<file path="src/rtl/core/ddg_pkg.sv">
// Shared constants, types and tables of the go-to-goal motion controller.
`timescale 1ns / 1ps

package ddg_pkg;

	localparam int POS_WIDTH   = 24;
	localparam int SPEED_LIMIT = 60;

	localparam int HEAD_W  = 9;
	localparam int SPD_W   = 7;
	localparam int MODE_W  = 2;
	localparam int ACT_W   = 3;
	localparam int DIFF_W  = POS_WIDTH + 1;
	localparam int SQ_W    = 2 * POS_WIDTH + 1;
	localparam int DIST_W  = POS_WIDTH + 1;
	localparam int TURN_W  = 12;

	// Shared divider: dividend and divisor widths.
	localparam int DIV_N   = 24;
	localparam int DIV_D   = 16;

	// CORDIC datapath.
	localparam int CX_W        = 36;
	localparam int Z_W         = 25;
	localparam int CORDIC_ITER = 23;
	localparam int ATAN_W      = 22;

	// Stream packing.
	localparam int OFS_TY      = POS_WIDTH;
	localparam int OFS_TH      = 2 * POS_WIDTH;
	localparam int OFS_RX      = 2 * POS_WIDTH + HEAD_W;
	localparam int OFS_RY      = 3 * POS_WIDTH + HEAD_W;
	localparam int OFS_RH      = 4 * POS_WIDTH + HEAD_W;
	localparam int IN_FIELDS_W = 4 * POS_WIDTH + 2 * HEAD_W;
	localparam int IN_TDATA_W  = ((IN_FIELDS_W + 7) / 8) * 8;
	localparam int OUT_W       = 2 * SPD_W + MODE_W + 1;
	localparam int OUT_TDATA_W = ((OUT_W + 7) / 8) * 8;

	// Configuration port.
	localparam int CFG_IDX_W  = 3;
	localparam int CFG_DATA_W = 16;

	localparam logic [CFG_IDX_W-1:0] REG_MIN_ROT   = 3'd0;
	localparam logic [CFG_IDX_W-1:0] REG_MAX_ROT   = 3'd1;
	localparam logic [CFG_IDX_W-1:0] REG_ROT_PPS   = 3'd2;
	localparam logic [CFG_IDX_W-1:0] REG_MAX_SPEED = 3'd3;
	localparam logic [CFG_IDX_W-1:0] REG_HALT_DIST = 3'd4;
	localparam logic [CFG_IDX_W-1:0] REG_DECEL     = 3'd5;

	localparam logic [ACT_W-1:0] ACT_TICK = 3'd0;
	localparam logic [ACT_W-1:0] ACT_ROT  = 3'd1;
	localparam logic [ACT_W-1:0] ACT_FWD  = 3'd2;
	localparam logic [ACT_W-1:0] ACT_BACK = 3'd3;
	localparam logic [ACT_W-1:0] ACT_HALT = 3'd4;

	localparam logic [MODE_W-1:0] MODE_HALT = 2'd0;
	localparam logic [MODE_W-1:0] MODE_FWD  = 2'd1;
	localparam logic [MODE_W-1:0] MODE_BACK = 2'd2;
	localparam logic [MODE_W-1:0] MODE_ROT  = 2'd3;

	typedef struct packed {
		logic             start;
		logic [DIV_N-1:0] dividend;
		logic [DIV_D-1:0] divisor;
	} div_req_t;

	// Arctangent of 2^-i in units of 2^-16 degree.
	function automatic logic [ATAN_W-1:0] atan_lut(input logic [4:0] i);
		logic [ATAN_W-1:0] v;
		begin
			unique case (i)
				5'd0:  v = 22'd2949120;
				5'd1:  v = 22'd1740967;
				5'd2:  v = 22'd919879;
				5'd3:  v = 22'd466945;
				5'd4:  v = 22'd234379;
				5'd5:  v = 22'd117304;
				5'd6:  v = 22'd58666;
				5'd7:  v = 22'd29335;
				5'd8:  v = 22'd14668;
				5'd9:  v = 22'd7334;
				5'd10: v = 22'd3667;
				5'd11: v = 22'd1833;
				5'd12: v = 22'd917;
				5'd13: v = 22'd458;
				5'd14: v = 22'd229;
				5'd15: v = 22'd115;
				5'd16: v = 22'd57;
				5'd17: v = 22'd29;
				5'd18: v = 22'd14;
				5'd19: v = 22'd7;
				5'd20: v = 22'd4;
				5'd21: v = 22'd2;
				5'd22: v = 22'd1;
				default: v = '0;
			endcase
			atan_lut = v;
		end
	endfunction

endpackage

</file>
<file path="src/rtl/core/ddg_div.sv">
// Restoring unsigned divider, one quotient bit per cycle.
`timescale 1ns / 1ps

module ddg_div import ddg_pkg::*; (
	input  logic             clk,
	input  logic             arst_n,
	input  div_req_t         req,
	output logic             done,
	output logic [DIV_N-1:0] quot
);

	localparam int CNT_W = $clog2(DIV_N);

	logic             busy_q;
	logic             fin_q;
	logic [CNT_W-1:0] cnt_q;
	logic [DIV_D:0]   rem_q;
	logic [DIV_N-1:0] q_q;
	logic [DIV_D-1:0] dvs_q;
	logic [DIV_D:0]   rem_sh;
	logic             fits;

	assign rem_sh = {rem_q[DIV_D-1:0], q_q[DIV_N-1]};
	assign fits   = rem_sh >= {1'b0, dvs_q};
	assign done   = fin_q;
	assign quot   = q_q;

	always_ff @(posedge clk or negedge arst_n) begin
		if (!arst_n) begin
			busy_q <= 1'b0;
			fin_q  <= 1'b0;
			cnt_q  <= '0;
		end else begin
			fin_q <= 1'b0;
			if (req.start) begin
				busy_q <= 1'b1;
				cnt_q  <= '0;
			end else if (busy_q) begin
				if (cnt_q == CNT_W'(DIV_N - 1)) begin
					busy_q <= 1'b0;
					fin_q  <= 1'b1;
				end
				cnt_q <= cnt_q + 1'b1;
			end
		end
	end

	always_ff @(posedge clk) begin
		if (req.start) begin
			rem_q <= '0;
			q_q   <= req.dividend;
			dvs_q <= req.divisor;
		end else if (busy_q) begin
			rem_q <= fits ? rem_sh - {1'b0, dvs_q} : rem_sh;
			q_q   <= {q_q[DIV_N-2:0], fits};
		end
	end

endmodule

</file>
<file path="src/rtl/core/ddg_isqrt.sv">
// Digit-by-digit integer square root, rounded to nearest.
`timescale 1ns / 1ps

module ddg_isqrt import ddg_pkg::*; (
	input  logic              clk,
	input  logic              arst_n,
	input  logic              start,
	input  logic [SQ_W-1:0]   val,
	output logic              done,
	output logic [DIST_W-1:0] root
);

	localparam int SP_W  = 2 * DIST_W;
	localparam int REM_W = DIST_W + 3;
	localparam int CNT_W = $clog2(DIST_W);

	logic              busy_q;
	logic              fin_q;
	logic [CNT_W-1:0]  cnt_q;
	logic [SP_W-1:0]   s_q;
	logic [DIST_W-1:0] root_q;
	logic [REM_W-1:0]  rem_q;
	logic [REM_W-1:0]  rem_sh;
	logic [REM_W-1:0]  trial;
	logic              fits;

	assign rem_sh = {rem_q[REM_W-3:0], s_q[SP_W-1:SP_W-2]};
	assign trial  = {1'b0, root_q, 2'b01};
	assign fits   = rem_sh >= trial;
	assign done   = fin_q;
	// The remainder is value minus root squared; round up when it exceeds the root.
	assign root   = root_q + DIST_W'(rem_q > {3'b000, root_q});

	always_ff @(posedge clk or negedge arst_n) begin
		if (!arst_n) begin
			busy_q <= 1'b0;
			fin_q  <= 1'b0;
			cnt_q  <= '0;
		end else begin
			fin_q <= 1'b0;
			if (start) begin
				busy_q <= 1'b1;
				cnt_q  <= '0;
			end else if (busy_q) begin
				if (cnt_q == CNT_W'(DIST_W - 1)) begin
					busy_q <= 1'b0;
					fin_q  <= 1'b1;
				end
				cnt_q <= cnt_q + 1'b1;
			end
		end
	end

	always_ff @(posedge clk) begin
		if (start) begin
			s_q    <= {{(SP_W - SQ_W){1'b0}}, val};
			root_q <= '0;
			rem_q  <= '0;
		end else if (busy_q) begin
			s_q    <= {s_q[SP_W-3:0], 2'b00};
			rem_q  <= fits ? rem_sh - trial : rem_sh;
			root_q <= {root_q[DIST_W-2:0], fits};
		end
	end

endmodule

</file>
<file path="src/rtl/core/ddg_cordic.sv">
// Iterative CORDIC vectoring unit giving the bearing in whole degrees.
`timescale 1ns / 1ps

module ddg_cordic import ddg_pkg::*; (
	input  logic                     clk,
	input  logic                     arst_n,
	input  logic                     start,
	input  logic [POS_WIDTH-1:0]     abs_x,
	input  logic [POS_WIDTH-1:0]     abs_y,
	input  logic                     neg_x,
	input  logic                     neg_y,
	output logic                     done,
	output logic signed [HEAD_W-1:0] bearing
);

	typedef enum logic [3:0] {
		C_IDLE = 4'b0001,
		C_NORM = 4'b0010,
		C_ITER = 4'b0100,
		C_OUT  = 4'b1000
	} cstate_t;

	cstate_t                state_q;
	logic signed [CX_W-1:0] x_q;
	logic signed [CX_W-1:0] y_q;
	logic signed [Z_W-1:0]  z_q;
	logic [4:0]             i_q;
	logic                   nx_q;
	logic                   ny_q;
	logic signed [CX_W-1:0] ys;
	logic signed [CX_W-1:0] xs;
	logic signed [Z_W-1:0]  ang;
	logic [Z_W-1:0]         zr;
	logic [6:0]             deg;
	logic [7:0]             quad;

	// Arithmetic shift that rounds toward zero.
	function automatic logic signed [CX_W-1:0] shr0(input logic signed [CX_W-1:0] v,
		input logic [4:0] s);
		logic [CX_W-1:0] m;
		begin
			m = v[CX_W-1] ? $unsigned(-v) : $unsigned(v);
			m = m >> s;
			shr0 = v[CX_W-1] ? -$signed(m) : $signed(m);
		end
	endfunction

	assign ys  = shr0(y_q, i_q);
	assign xs  = shr0(x_q, i_q);
	assign ang = $signed({{(Z_W - ATAN_W){1'b0}}, atan_lut(i_q)});

	always_comb begin
		zr = $unsigned(z_q) + Z_W'(32768);
		if (z_q[Z_W-1]) begin
			deg = '0;
		end else if (zr[Z_W-1:16] > (Z_W - 16)'(90)) begin
			deg = 7'd90;
		end else begin
			deg = zr[22:16];
		end
		quad    = ny_q ? 8'd180 - {1'b0, deg} : {1'b0, deg};
		bearing = nx_q ? -$signed({1'b0, quad}) : $signed({1'b0, quad});
	end

	assign done = (state_q == C_OUT);

	always_ff @(posedge clk or negedge arst_n) begin
		if (!arst_n) begin
			state_q <= C_IDLE;
			i_q     <= '0;
		end else begin
			unique case (state_q)
				C_IDLE: begin
					i_q <= '0;
					if (start) begin
						state_q <= ((abs_x == '0) && (abs_y == '0)) ? C_OUT : C_NORM;
					end
				end
				C_NORM: begin
					if (x_q[30] || y_q[30]) begin
						state_q <= C_ITER;
					end
				end
				C_ITER: begin
					if (i_q == 5'(CORDIC_ITER - 1)) begin
						state_q <= C_OUT;
					end
					i_q <= i_q + 1'b1;
				end
				C_OUT: state_q <= C_IDLE;
				default: state_q <= C_IDLE;
			endcase
		end
	end

	always_ff @(posedge clk) begin
		if (state_q == C_IDLE && start) begin
			x_q  <= $signed({{(CX_W - POS_WIDTH){1'b0}}, abs_y});
			y_q  <= $signed({{(CX_W - POS_WIDTH){1'b0}}, abs_x});
			z_q  <= '0;
			nx_q <= neg_x;
			ny_q <= neg_y;
		end else if (state_q == C_NORM) begin
			if (!(x_q[30] || y_q[30])) begin
				x_q <= x_q <<< 1;
				y_q <= y_q <<< 1;
			end
		end else if (state_q == C_ITER) begin
			if (!y_q[CX_W-1]) begin
				x_q <= x_q + ys;
				y_q <= y_q - xs;
				z_q <= z_q + ang;
			end else begin
				x_q <= x_q - ys;
				y_q <= y_q + xs;
				z_q <= z_q - ang;
			end
		end
	end

endmodule

</file>
<file path="src/rtl/core/diff_drive_goto_target_ctrl_core.sv">
// Top level of the differential-drive go-to-goal motion controller.
`timescale 1ns / 1ps

// Usage: each input transaction on the s_ side carries the robot pose from
// odometry and an action in s_tuser (tick, rotate, forward, backward, halt).
// Every accepted transaction yields exactly one output transaction on the m_
// side with the wheel speed commands, the motion mode after the item and an
// arrival flag. A rotate, forward or backward action issued while halted, and
// a tick while moving, run a full evaluation; other items only update state.
// Sequencing: an item that needs no evaluation goes straight to the done
// state, which raises m_tvalid. A point evaluation passes through the
// 25-step square root unit and, unless the goal is reached, the CORDIC unit
// (up to 30 normalize steps plus 23 iterations) and up to four passes of the
// shared divider; a rotation evaluation skips the square root and CORDIC units.
// One item is worked on at a time; s_tready is low while an item is in
// flight. A result waits in the output register while the receiver stalls,
// and the next item is taken at the edge where that result is taken.
// Reset clears the mode to halted, the stored goal and speeds to zero, and
// loads the default register values. Register writes are taken at any edge
// with cfg_we high and must only be issued while the block is idle.

module diff_drive_goto_target_ctrl_core import ddg_pkg::*; (
	input  logic                   clk,
	input  logic                   arst_n,
	input  logic                   s_tvalid,
	output logic                   s_tready,
	// target_x, target_y, target_heading, robot_x, robot_y, robot_heading, zero fill
	input  logic [IN_TDATA_W-1:0]  s_tdata,
	// action
	input  logic [ACT_W-1:0]       s_tuser,
	output logic                   m_tvalid,
	input  logic                   m_tready,
	// left_speed, right_speed, motion_mode, arrived, zero fill
	output logic [OUT_TDATA_W-1:0] m_tdata,
	input  logic                   cfg_we,
	input  logic [CFG_IDX_W-1:0]   cfg_index,
	input  logic [CFG_DATA_W-1:0]  cfg_data
);

	typedef enum logic [14:0] {
		S_IDLE    = 15'b000000000000001,
		S_SQA     = 15'b000000000000010,
		S_SQB     = 15'b000000000000100,
		S_SQRT    = 15'b000000000001000,
		S_DIST    = 15'b000000000010000,
		S_CORDIC  = 15'b000000000100000,
		S_TURN    = 15'b000000001000000,
		S_ROT     = 15'b000000010000000,
		S_ROTDIV  = 15'b000000100000000,
		S_LIN     = 15'b000001000000000,
		S_LINDIV  = 15'b000010000000000,
		S_MIX     = 15'b000100000000000,
		S_MIXL    = 15'b001000000000000,
		S_MIXR    = 15'b010000000000000,
		S_DONE    = 15'b100000000000000
	} state_t;

	state_t state_q;

	// Configuration registers.
	logic [7:0]  min_rot_q, max_rot_q, rot_pps_q, max_speed_q;
	logic [15:0] halt_dist_q, decel_q;

	// Controller state.
	logic [MODE_W-1:0]           mode_q;
	logic signed [POS_WIDTH-1:0] goal_x_q, goal_y_q;
	logic signed [HEAD_W-1:0]    goal_h_q;
	logic signed [SPD_W-1:0]     left_q, right_q;
	logic                        arrived_q;

	// Item and working registers.
	logic signed [POS_WIDTH-1:0] rx_q, ry_q;
	logic signed [HEAD_W-1:0]    rh_q;
	logic [SQ_W-1:0]             acc_q;
	logic [DIST_W-1:0]           dist_q;
	logic signed [HEAD_W-1:0]    bearing_q;
	logic [7:0]                  at_q;
	logic                        turn_neg_q;
	logic signed [8:0]           rot_q, lin_q;
	logic                        m_tvalid_q;
	logic [OUT_W-1:0]            out_q;

	logic accept;

	// Unpacked input fields.
	logic [ACT_W-1:0]            in_act;
	logic signed [POS_WIDTH-1:0] in_tx, in_ty, in_rx, in_ry;
	logic signed [HEAD_W-1:0]    in_th, in_rh;

	assign in_act = s_tuser;
	assign in_tx  = $signed(s_tdata[0 +: POS_WIDTH]);
	assign in_ty  = $signed(s_tdata[OFS_TY +: POS_WIDTH]);
	assign in_th  = $signed(s_tdata[OFS_TH +: HEAD_W]);
	assign in_rx  = $signed(s_tdata[OFS_RX +: POS_WIDTH]);
	assign in_ry  = $signed(s_tdata[OFS_RY +: POS_WIDTH]);
	assign in_rh  = $signed(s_tdata[OFS_RH +: HEAD_W]);

	assign s_tready = (state_q == S_IDLE) && (!m_tvalid_q || m_tready);
	assign accept   = s_tvalid && s_tready;
	assign m_tvalid = m_tvalid_q;
	assign m_tdata  = {{(OUT_TDATA_W - OUT_W){1'b0}}, out_q};

	// Offset from robot to goal and its magnitude.
	logic signed [DIFF_W-1:0] dx, dy;
	logic [DIFF_W-1:0]        adx_f, ady_f;
	logic [POS_WIDTH-1:0]     adx, ady, mul_op;
	logic [2*POS_WIDTH-1:0]   mul_p;
	logic [SQ_W-1:0]          sq_sum;

	assign dx     = $signed({goal_x_q[POS_WIDTH-1], goal_x_q}) - $signed({rx_q[POS_WIDTH-1], rx_q});
	assign dy     = $signed({goal_y_q[POS_WIDTH-1], goal_y_q}) - $signed({ry_q[POS_WIDTH-1], ry_q});
	assign adx_f  = dx[DIFF_W-1] ? $unsigned(-dx) : $unsigned(dx);
	assign ady_f  = dy[DIFF_W-1] ? $unsigned(-dy) : $unsigned(dy);
	assign adx    = adx_f[POS_WIDTH-1:0];
	assign ady    = ady_f[POS_WIDTH-1:0];
	assign mul_op = (state_q == S_SQA) ? adx : ady;
	assign mul_p  = mul_op * mul_op;
	assign sq_sum = acc_q + {1'b0, mul_p};

	// Heading error, wrapped into [-180, 180).
	function automatic logic signed [HEAD_W-1:0] wrap_deg(input logic signed [TURN_W-1:0] v);
		logic signed [TURN_W-1:0] w;
		begin
			w = v + TURN_W'(720);
			if (w >= TURN_W'(720)) w = w - TURN_W'(720);
			if (w >= TURN_W'(360)) w = w - TURN_W'(360);
			if (w >= TURN_W'(180)) w = w - TURN_W'(360);
			wrap_deg = w[HEAD_W-1:0];
		end
	endfunction

	logic signed [TURN_W-1:0] ref_h, turn_raw;
	logic signed [HEAD_W-1:0] turn;
	logic [HEAD_W-1:0]        turn_abs;
	logic [7:0]               at;

	always_comb begin
		ref_h    = (mode_q == MODE_ROT) ? TURN_W'(goal_h_q) : TURN_W'(bearing_q);
		turn_raw = ref_h - TURN_W'(rh_q);
		if (mode_q == MODE_BACK) begin
			turn_raw = turn_raw - TURN_W'(180);
		end
		turn     = wrap_deg(turn_raw);
		turn_abs = turn[HEAD_W-1] ? $unsigned(-turn) : $unsigned(turn);
		at       = turn_abs[7:0];
	end

	// Speed decisions.
	logic rot_full, rot_zero, lin_zero, lin_ramp;
	assign rot_full = at_q > max_rot_q;
	assign rot_zero = max_rot_q == '0;
	assign lin_zero = (mode_q == MODE_ROT) || rot_full;
	assign lin_ramp = dist_q < {{(DIST_W - 16){1'b0}}, decel_q};

	logic [15:0] rot_prod;
	logic [23:0] lin_prod;
	assign rot_prod = at_q * rot_pps_q;
	assign lin_prod = max_speed_q * dist_q[15:0];

	// Wheel mixing terms.
	logic signed [8:0] lin_abs_s, rot_abs_s;
	logic [8:0]        mx;
	logic [6:0]        rel;
	logic signed [9:0] sum_s, dif_s;
	logic [9:0]        sum_abs, dif_abs;
	logic [15:0]       mixl_prod, mixr_prod;

	always_comb begin
		lin_abs_s = lin_q[8] ? -lin_q : lin_q;
		rot_abs_s = rot_q[8] ? -rot_q : rot_q;
		mx        = $unsigned(lin_abs_s) + $unsigned(rot_abs_s);
		rel       = (mx < 9'(SPEED_LIMIT)) ? mx[6:0] : 7'(SPEED_LIMIT);
		sum_s     = {lin_q[8], lin_q} + {rot_q[8], rot_q};
		dif_s     = {lin_q[8], lin_q} - {rot_q[8], rot_q};
		sum_abs   = sum_s[9] ? $unsigned(-sum_s) : $unsigned(sum_s);
		dif_abs   = dif_s[9] ? $unsigned(-dif_s) : $unsigned(dif_s);
		mixl_prod = sum_abs[8:0] * rel;
		mixr_prod = dif_abs[8:0] * rel;
	end

	// Shared units.
	div_req_t          div_req;
	logic              div_done;
	logic [DIV_N-1:0]  div_quot;
	logic              sq_done;
	logic [DIST_W-1:0] sq_dist;
	logic              cor_done;
	logic signed [HEAD_W-1:0] cor_bearing;

	always_comb begin
		div_req = '0;
		unique case (state_q)
			S_ROT: begin
				div_req.start    = !rot_full && !rot_zero;
				div_req.dividend = DIV_N'(rot_prod);
				div_req.divisor  = DIV_D'(max_rot_q);
			end
			S_LIN: begin
				div_req.start    = !lin_zero && lin_ramp;
				div_req.dividend = lin_prod;
				div_req.divisor  = decel_q;
			end
			S_MIX: begin
				div_req.start    = mx != '0;
				div_req.dividend = DIV_N'(mixl_prod);
				div_req.divisor  = DIV_D'(mx);
			end
			S_MIXL: begin
				div_req.start    = div_done;
				div_req.dividend = DIV_N'(mixr_prod);
				div_req.divisor  = DIV_D'(mx);
			end
			default: div_req = '0;
		endcase
	end

	ddg_div u_div (
		.clk    (clk),
		.arst_n (arst_n),
		.req    (div_req),
		.done   (div_done),
		.quot   (div_quot)
	);

	ddg_isqrt u_isqrt (
		.clk    (clk),
		.arst_n (arst_n),
		.start  (state_q == S_SQB),
		.val    (sq_sum),
		.done   (sq_done),
		.root   (sq_dist)
	);

	logic sq_dist_gt_halt;
	assign sq_dist_gt_halt = dist_q > {{(DIST_W - 16){1'b0}}, halt_dist_q};

	ddg_cordic u_cordic (
		.clk     (clk),
		.arst_n  (arst_n),
		.start   ((state_q == S_DIST) && (sq_dist_gt_halt)),
		.abs_x   (adx),
		.abs_y   (ady),
		.neg_x   (dx[DIFF_W-1]),
		.neg_y   (dy[DIFF_W-1]),
		.done    (cor_done),
		.bearing (cor_bearing)
	);

	// Quotient magnitudes; the sign is applied where they are stored.
	logic signed [8:0]       q9;
	logic signed [SPD_W-1:0] q7;
	assign q9 = $signed({1'b0, div_quot[7:0]});
	assign q7 = $signed(div_quot[SPD_W-1:0]);

	// Configuration writes.
	always_ff @(posedge clk or negedge arst_n) begin
		if (!arst_n) begin
			min_rot_q   <= 8'd3;
			max_rot_q   <= 8'd30;
			rot_pps_q   <= 8'd10;
			max_speed_q <= 8'd60;
			halt_dist_q <= 16'd20;
			decel_q     <= 16'd200;
		end else if (cfg_we) begin
			unique case (cfg_index)
				REG_MIN_ROT:   min_rot_q   <= cfg_data[7:0];
				REG_MAX_ROT:   max_rot_q   <= cfg_data[7:0];
				REG_ROT_PPS:   rot_pps_q   <= cfg_data[7:0];
				REG_MAX_SPEED: max_speed_q <= cfg_data[7:0];
				REG_HALT_DIST: halt_dist_q <= cfg_data;
				REG_DECEL:     decel_q     <= cfg_data;
				default: ;
			endcase
		end
	end

	// Sequencer and controller state.
	always_ff @(posedge clk or negedge arst_n) begin
		if (!arst_n) begin
			state_q    <= S_IDLE;
			mode_q     <= MODE_HALT;
			goal_x_q   <= '0;
			goal_y_q   <= '0;
			goal_h_q   <= '0;
			left_q     <= '0;
			right_q    <= '0;
			arrived_q  <= 1'b0;
			m_tvalid_q <= 1'b0;
		end else begin
			if (m_tvalid_q && m_tready) begin
				m_tvalid_q <= 1'b0;
			end
			unique case (state_q)
				S_IDLE: begin
					if (accept) begin
						arrived_q <= 1'b0;
						state_q   <= S_DONE;
						unique case (in_act)
							ACT_TICK: begin
								if (mode_q == MODE_ROT) begin
									state_q <= S_TURN;
								end else if (mode_q != MODE_HALT) begin
									state_q <= S_SQA;
								end
							end
							ACT_ROT: begin
								goal_h_q <= in_th;
								if (mode_q == MODE_HALT) begin
									mode_q  <= MODE_ROT;
									state_q <= S_TURN;
								end
							end
							ACT_FWD, ACT_BACK: begin
								goal_x_q <= in_tx;
								goal_y_q <= in_ty;
								mode_q   <= (in_act == ACT_FWD) ? MODE_FWD : MODE_BACK;
								if (mode_q == MODE_HALT) begin
									state_q <= S_SQA;
								end
							end
							ACT_HALT: begin
								mode_q  <= MODE_HALT;
								left_q  <= '0;
								right_q <= '0;
							end
							default: ;
						endcase
					end
				end
				S_SQA:  state_q <= S_SQB;
				S_SQB:  state_q <= S_SQRT;
				S_SQRT: begin
					if (sq_done) begin
						state_q <= S_DIST;
					end
				end
				S_DIST: begin
					if (!sq_dist_gt_halt) begin
						mode_q    <= MODE_HALT;
						left_q    <= '0;
						right_q   <= '0;
						arrived_q <= 1'b1;
						state_q   <= S_DONE;
					end else begin
						state_q <= S_CORDIC;
					end
				end
				S_CORDIC: begin
					if (cor_done) begin
						state_q <= S_TURN;
					end
				end
				S_TURN: begin
					if ((mode_q == MODE_ROT) && (at <= min_rot_q)) begin
						mode_q    <= MODE_HALT;
						left_q    <= '0;
						right_q   <= '0;
						arrived_q <= 1'b1;
						state_q   <= S_DONE;
					end else begin
						state_q <= S_ROT;
					end
				end
				S_ROT: begin
					state_q <= (rot_full || rot_zero) ? S_LIN : S_ROTDIV;
				end
				S_ROTDIV: begin
					if (div_done) begin
						state_q <= S_LIN;
					end
				end
				S_LIN: begin
					state_q <= (!lin_zero && lin_ramp) ? S_LINDIV : S_MIX;
				end
				S_LINDIV: begin
					if (div_done) begin
						state_q <= S_MIX;
					end
				end
				S_MIX: begin
					if (mx == '0) begin
						left_q  <= '0;
						right_q <= '0;
						state_q <= S_DONE;
					end else begin
						state_q <= S_MIXL;
					end
				end
				S_MIXL: begin
					if (div_done) begin
						left_q  <= sum_s[9] ? -q7 : q7;
						state_q <= S_MIXR;
					end
				end
				S_MIXR: begin
					if (div_done) begin
						right_q <= dif_s[9] ? -q7 : q7;
						state_q <= S_DONE;
					end
				end
				S_DONE: begin
					m_tvalid_q <= 1'b1;
					state_q    <= S_IDLE;
				end
				default: state_q <= S_IDLE;
			endcase
		end
	end

	// Working registers without reset.
	always_ff @(posedge clk) begin
		if (accept) begin
			rx_q <= in_rx;
			ry_q <= in_ry;
			rh_q <= in_rh;
		end
		if (state_q == S_SQA) begin
			acc_q <= {1'b0, mul_p};
		end
		if (state_q == S_SQRT && sq_done) begin
			dist_q <= sq_dist;
		end
		if (state_q == S_CORDIC && cor_done) begin
			bearing_q <= cor_bearing;
		end
		if (state_q == S_TURN) begin
			at_q       <= at;
			turn_neg_q <= turn[HEAD_W-1];
		end
		if (state_q == S_ROT) begin
			if (rot_full) begin
				rot_q <= turn_neg_q ? -$signed({1'b0, rot_pps_q}) : $signed({1'b0, rot_pps_q});
			end else if (rot_zero) begin
				rot_q <= '0;
			end
		end
		if (state_q == S_ROTDIV && div_done) begin
			rot_q <= turn_neg_q ? -q9 : q9;
		end
		if (state_q == S_LIN) begin
			if (lin_zero) begin
				lin_q <= '0;
			end else if (!lin_ramp) begin
				lin_q <= (mode_q == MODE_BACK) ? -$signed({1'b0, max_speed_q})
					: $signed({1'b0, max_speed_q});
			end
		end
		if (state_q == S_LINDIV && div_done) begin
			lin_q <= (mode_q == MODE_BACK) ? -q9 : q9;
		end
		if (state_q == S_DONE) begin
			out_q <= {arrived_q, mode_q, right_q, left_q};
		end
	end

endmodule
</file>
<file path="config.mk">
export PLATFORM = sky130hd
export DESIGN_NAME = diff_drive_goto_target_ctrl_core
export DESIGN_NICKNAME = d
export VERILOG_FILES = /design/src/rtl/core/ddg_pkg.sv /design/src/rtl/core/ddg_div.sv /design/src/rtl/core/ddg_isqrt.sv /design/src/rtl/core/ddg_cordic.sv /design/src/rtl/core/diff_drive_goto_target_ctrl_core.sv
export SDC_FILE = /design/constraint.sdc
export NUM_CORES = 2
export LEC_CHECK = 0
export ABC_AREA = 1
export CAP_MARGIN = 20
export CELL_PAD_IN_SITES_DETAIL_PLACEMENT = 0
export CELL_PAD_IN_SITES_GLOBAL_PLACEMENT = 2
export CORE_MARGIN = 8
export CORE_UTILIZATION = 40
export CTS_CLUSTER_DIAMETER = 100
export DETAILED_ROUTE_END_ITERATION = 12
export DONT_BUFFER_PORTS = 1
export HOLD_SLACK_MARGIN = 0.08
export PLACE_DENSITY_LB_ADDON = 0.1
export REMOVE_ABC_BUFFERS = 1
export SLEW_MARGIN = 40
export SYNTH_ARGS = -nofsm -noshare
export SYNTH_HDL_FRONTEND = slang
export SYNTH_SLANG_ARGS = --single-unit
</file>
<file path="constraint.sdc">
create_clock -name clk -period 16.8 [get_ports clk]
set_input_delay 3.36 -clock clk [delete_from_list [all_inputs] [get_ports clk]]
set_output_delay 3.36 -clock clk [all_outputs]
set_load 0.005 [all_outputs]
</file>
### Word level (Yosys, flattened, before mapping)

Memories as Yosys holds them, arrays and structs flattened.
Cells that the tools add are included.

* bits of input ports: 147
* logic and storage cells: 342
* memories: 1
* bits in read-only memories: 704
* output and inout bits: 26
* flip-flop bits (word level): 618

Memories
* (no name shown): depth 32, bits a word 22, read ports 1, clocked after memory_dff 0, wr ports 0, RTL line ddg_pkg.sv:71 `unique case (i)`

* bitwise gates (word level): 1
* equal/unequal tests: 52
* shifts and indexed selects: 2
* $lt $le $gt $ge: 12
* reduce and logical (&&, ||, !) cells: 62
* multiplexer cells: 116
* $add $sub $neg: 42
* multipliers: 5

Operators by type and width (number)
* two-way mux 36 bit: 12
* two-way mux 15 bit: 14
* case mux 15 bit (14 select lines): 1
* two-way mux 24 bit: 7
* case mux 41 bit (4 select lines): 1
* two-way mux 9 bit: 17
* negator 36 bit: 4
* two-way mux 49 bit: 2
* two-way mux 7 bit: 12
* adder 36 bit: 2
* >> shifter 36 x 5 -> 36 bit: 2
* subtractor 36 bit: 2
* case mux 7 bit (5 select lines): 2
* two-way mux 12 bit: 5
* subtractor 24 x 24 -> 25 bit: 2
* adder 48 x 48 -> 49 bit: 1
* zero test 24 bit: 2
* multiplier 24 x 24 -> 48 bit: 1
* negator 24 bit: 2
* case mux 15 bit (3 select lines): 1
* negator 8 -> 9 bit: 4
* negator 9 bit: 4
* multiplier 9 x 7 -> 16 bit: 2
* >= comparator 28 x 27 -> 1 bit: 1
* other kinds (92): 189

### Logic depth before layout (Yosys ltp)

* depth in word-level cells: 18
* gate-level depth with buffers: 78
* mapped depth without buffers: 77

### Hierarchy

A second synthesis with hierarchy kept.

* cells, all modules: 11156
* area total of the unflattened synthesis: 80724.9 µm²

By module, submodules not included
* diff_drive_goto_target_ctrl_core: times used 1, area each 48316.3 µm², cells an instance 5841, seq. area each 9341.5 µm²
* ddg_cordic: times used 1, area each 21745.9 µm², cells an instance 3846, seq. area each 2708.8 µm²
* ddg_isqrt: times used 1, area each 6902.9 µm², cells an instance 993, seq. area each 2727.6 µm²
* ddg_div: times used 1, area each 3759.9 µm², cells an instance 476, seq. area each 1696.6 µm²

### Worst setup path before layout

Ideal clock, no wire load.

* path kind: register to register
* from: register goal_x_q[0]
* to: register u_isqrt.s_q[45] (data pin)
* setup time: 258 ps
* path slack: 5075 ps
* data required time: 16542 ps
* data arrival time: 11467 ps
* period minus slack after synthesis: 11725 ps
* cell stages (with the launch flop): 58
* path buffers: 2
* cells stage by stage: dfrtp_1 inv_1 ha_1 fa_1 nor2_1 a211oi_1 o21ai_2 a21boi_0 o21bai_1 a31oi_1 o21ai_1 a21boi_0 o21ai_1 nand2_1 a22oi_4 clkinv_1 buf_4 nand2_1 (+22 left out) o21ai_0 a21oi_1 o21ai_1 a21boi_0 o21ai_0 a21boi_1 o21ai_0 xor2_1 ha_1 nand2_1 nor2_1 nand2_1 nor2_1 nand3_1 o2111ai_1 a21oi_1 o21ai_0 nand2_1

* elaborated cells between the ends (all ways): 7

RTL lines
* start, declared: RTL line diff_drive_goto_target_ctrl_core.sv:66 `logic signed [POS_WIDTH-1:0] goal_x_q, goal_y_q;`
* start signal, assigned: RTL line diff_drive_goto_target_ctrl_core.sv:314 `goal_x_q <= in_tx;`
* subtractor 24 x 24 -> 25 bit: RTL line diff_drive_goto_target_ctrl_core.sv:110 `assign dx = $signed({goal_x_q[POS_WIDTH-1], goal_x_q}) - $signed({rx_q[POS_WIDTH-1], rx_q});`
* net u_cordic.neg_x: RTL line ddg_cordic.sv:10 `input logic neg_x,`
* two-way mux 24 bit: RTL line diff_drive_goto_target_ctrl_core.sv:112 `assign adx_f = dx[DIFF_W-1] ? $unsigned(-dx) : $unsigned(dx);`
* two-way mux 24 bit: RTL line diff_drive_goto_target_ctrl_core.sv:116 `assign mul_op = (state_q == S_SQA) ? adx : ady;`
* multiplier 24 x 24 -> 48 bit: RTL line diff_drive_goto_target_ctrl_core.sv:117 `assign mul_p = mul_op * mul_op;`
* net mul_p[44]: RTL line diff_drive_goto_target_ctrl_core.sv:107 `logic [2*POS_WIDTH-1:0] mul_p;`
* adder 48 x 48 -> 49 bit: RTL line diff_drive_goto_target_ctrl_core.sv:118 `assign sq_sum = acc_q + {1'b0, mul_p};`
* two-way mux 49 bit: RTL line ddg_isqrt.sv:55 `if (start) begin`
* end signal, assigned: RTL line ddg_isqrt.sv:56 `s_q <= {{(SP_W - SQ_W){1'b0}}, val};`
* end signal, assigned: RTL line ddg_isqrt.sv:60 `s_q <= {s_q[SP_W-3:0], 2'b00};`
* end, declared: RTL line ddg_isqrt.sv:20 `logic [SP_W-1:0] s_q;`

The timed path passes the listed nets, and every way through them passes these cells.
A chain may end at the register's enable or synchronous reset.

### Worst setup path after layout

* from: register goal_y_q[0]
* to: register u_isqrt.s_q[47] (data pin)

* cells in the longest elaborated chain, start to end: 7

RTL lines
* start, declared: RTL line diff_drive_goto_target_ctrl_core.sv:66
* start signal, assigned: RTL line diff_drive_goto_target_ctrl_core.sv:315 `goal_y_q <= in_ty;`
* subtractor 24 x 24 -> 25 bit *: RTL line diff_drive_goto_target_ctrl_core.sv:111 `assign dy = $signed({goal_y_q[POS_WIDTH-1], goal_y_q}) - $signed({ry_q[POS_WIDTH-1], ry_q});`
* negator 24 bit: RTL line diff_drive_goto_target_ctrl_core.sv:113 `assign ady_f = dy[DIFF_W-1] ? $unsigned(-dy) : $unsigned(dy);`
* two-way mux 24 bit *: RTL line diff_drive_goto_target_ctrl_core.sv:113
* two-way mux 24 bit *: RTL line diff_drive_goto_target_ctrl_core.sv:116
* multiplier 24 x 24 -> 48 bit *: RTL line diff_drive_goto_target_ctrl_core.sv:117
* net mul_p[44]: RTL line diff_drive_goto_target_ctrl_core.sv:107
* adder 48 x 48 -> 49 bit *: RTL line diff_drive_goto_target_ctrl_core.sv:118
* two-way mux 49 bit *: RTL line ddg_isqrt.sv:55

The timed path passes the listed nets; every way through them passes the cells marked *.

==> reports/qor.txt <==
FMAX = 67.4 MHz
Max-cap violations = 0
Slew Limit Fails = 0
# port buffers = 0
Fin nets = 11800
Mean cell area of the mapped netlist = 7.40 sq um
Num CTS Buffers = 83
Die area = 208000 sq um
Post-CTS setup buffer count = 0
Worst stage delay on the critical path = 0.54 ns
Hold Crit Class = reg2reg
CTS Buffer Depth = 3
Status = finished, final reports clean
DRT Pass-1 Iters = 7
Clock latency on the worst-skew pair = 0.73 ns
Crit path max-delay cell type = xor2_1
Area added between synthesis and finish = 7.43%
First-pass GRT wire length = 405000 um
Rel. slew slack = 37.2%
Fillers = 20000
Yosys warns = 0
GR Overflow Total = 0
Post-route clock period utilization = 88.4%
H-tree depth = 3
Die W = 456 um
Final wirelength = 265000 um
Cts repair resizes = 0
Number of synthesized flops with an enable pin = 321
Fin cells = 13000
Via density = 5.21
Largest net degree at the start of global routing = 178
Hold slack = 0.448 ns
Area of the mapped netlist = 77400 sq um
Clock Sinks = 617
Clock root cell = clkbuf_16
Clk slew on worst S/H paths = 0.06 ns
CTS tree = done
RSZ-0062 raised after global routing = false
Core Region = 192000 sq um
Data arrival, critical path = 15.25 ns
Register bit count reported by yosys = 617
Starting Density = 40.2%
Seq/Total Area, Yosys = 21.3%
Worst Setup End Kind = flip-flop
CP Launch Type = flip-flop
Minimum clock period = 14.84 ns
Layout cell share with drive strength beyond 1 = 5.08%
Placed cells = 12800
# hold bufs at CTS = 0
Post-DRT Antenna Nets = 0
CP Class = reg2reg
Die Y = 456 um
WP data required = 17.21 ns
Cell variety after synth = 84
Ys flop type = edfxtp_1
Vias in the first global route = 66400
Initial antenna violation count = 11
Post-route setup slack = 1.96 ns
Most used cell, CP = nand2_1
GP Congestion = 0.918
WL/cell = 20.5 um
Fraction of registers with async set/reset = 28.7%
Worst Skew = 0.0434 ns
Worst-Margin Slew = 0.938 ns
Via Count = 67500
Std-Cell Rows = 161
TNS Setup = 0 ns
Setup-failing EPs final = 0
First-iteration detailed-routing DRC count = 4749
Worst slack at placement = 1.37 ns
IO Count = 173
# DRC = 0
Final Hold Vio Count = 0
Post-DP HPWL = 217000 um
Crit path max fanout = 14
Global Route Usage Sum = 24.8%
Synth Instances = 10500
kinds of logic (layout without fill, tap and decap cells):
family	count (synthesis)	in the layout	share of synthesized area, %
AO/OA/AOI/OAI	1608	1608	11.7
XOR/XNOR	546	546	6.20
adder cells (fa/ha/maj)	1294	1294	27.0
buffers and inverters	2201	2141	10.8
flip-flops	617	617	21.3
multiplexers	65	65	0.929
other	2	30	0.00970
AND/OR/NAND/NOR	4124	4124	22.2
cell usage after synthesis (40+ instances only):
cell type,n,share of area [%]
xnor2_1,146,1.7
buf_1,52,0.25
or2_2,57,0.46
o22ai_1,58,0.47
dfxtp_1,119,3.1
o21bai_1,40,0.39
nor3_1,114,0.74
nand4_1,95,0.77
mux2_2,55,0.80
nand3_1,473,3.1
fa_1,623,16
a31oi_1,62,0.50
dfrtp_1,158,5.1
edfxtp_1,321,12
a21oi_1,559,3.6
inv_1,1850,9.0
nand2_1,2260,11
clkbuf_1,222,1.1
nor2_1,964,4.7
ha_1,671,11
o211ai_1,69,0.67
xor2_1,398,4.5
o21ai_0,612,4.0
state kept, by name, summed over array words and instances, names as in the netlist, 16 cells and up:
| signal | flops |
|---|---|
| u_div.rem_q | 16 |
| goal_x_q | 24 |
| dist_q | 25 |
| halt_dist_q | 16 |
| rx_q | 24 |
| u_isqrt.root_q | 25 |
| u_isqrt.rem_q | 28 |
| u_div.quot | 24 |
| u_isqrt.s_q | 50 |
| u_cordic.y_q | 36 |
| ry_q | 24 |
| acc_q | 47 |
| decel_q | 16 |
| goal_y_q | 24 |
| u_div.dvs_q | 16 |
| u_cordic.x_q | 36 |
| out_q | 17 |
| u_cordic.z_q | 25 |
worst max-delay path: cells and delay by family, from the launching register on:
family,cells,cell delay [ns]
XOR/XNOR,3,1.01
buffers and inverters,8,1.50
AO/OA/AOI/OAI,21,4.71
adder cells (fa/ha/maj),11,4.30
AND/OR/NAND/NOR,24,2.60
flip-flops,1,0.33
layout by cell type, fill, tap and decap left out, types with 14 or more instances in the layout:
master,n
o22ai_1,58
conb_1,25
nand2_2,40
nor2_2,22
buf_4,97
o21ai_1,36
nand4_1,95
mux2_2,55
ha_1,670
inv_1,1842
nor3_1,110
a31oi_1,62
nand2_1,2254
edfxtp_1,321
o211ai_1,69
a21oi_1,557
o21a_1,19
dfrtp_1,153
o31ai_1,34
clkinv_1,20
o21bai_1,40
dfxtp_1,117
xor2_1,397
nor2_1,957
dfstp_2,19
nand3b_1,27
clkbuf_16,87
inv_2,26
nor4_1,26
nand3_1,471
o21ai_0,612
fa_1,623
xnor2_1,146
or2_2,57
a21o_1,14
clkbuf_1,18
area by class of cell:
| type | count | area (sq um) | share of cell area (%) |
|---|---|---|---|
| inverter | 1886 | 7090 | 8.52 |
| clock buffer | 112 | 2340 | 2.81 |
| antenna | 5 | 12.5 | 0.0150 |
| clock inverter | 43 | 467 | 0.561 |
| timing repair buffer | 100 | 766 | 0.921 |
| sequential | 617 | 16500 | 19.8 |
| tap | 2526 | 3160 | 3.80 |
| multi-input combinational | 7662 | 52800 | 63.5 |
path summary, 6_finish.rpt:
check | from | to | slack, ns | cells after the start
worst max-delay path | goal_y_q[0]$_DFFE_PN0P_ | u_isqrt.s_q[47]$_DFFE_PP_ | 1.96 | 67
worst min-delay path | right_q[6]$_DFFE_PN0P_ | out_q[13]$_DFFE_PP_ | 0.45 | 0
worst max register to register | goal_y_q[0]$_DFFE_PN0P_ | u_isqrt.s_q[47]$_DFFE_PP_ | 1.96 | 67
worst min register to register | right_q[6]$_DFFE_PN0P_ | out_q[13]$_DFFE_PP_ | 0.45 | 0
max in group asynchronous | arst_n | goal_y_q[3]$_DFFE_PN0P_ | 13.81 | 0
min in group asynchronous | arst_n | goal_x_q[18]$_DFFE_PN0P_ | 2.37 | 0
metal layers:
layer | routed length [um] | global-route usage (%) | up-vias
met5 | 13 | 0 | -
met4 | 10100 | 8.02 | 2
met3 | 12500 | 3.20 | 309
met2 | 122000 | 40.9 | 1469
met1 | 120000 | 33.9 | 32500
li1 | - | - | 33200
stage by stage:
stage / cell area, sq um / util (%)
5_1_grt: 83200 / 43.2
6_report: 83200 / 43.2
4_1_cts: 83100 / 43.2
3_3_place_gp: 80200 / 41.7
3_5_place_dp: 80300 / 41.8
2_1_floorplan: 76200 / -
Power is left out: the tool's default activity adds up to more than one toggle a clock period on the data nets, which glitch-free logic cannot reach.
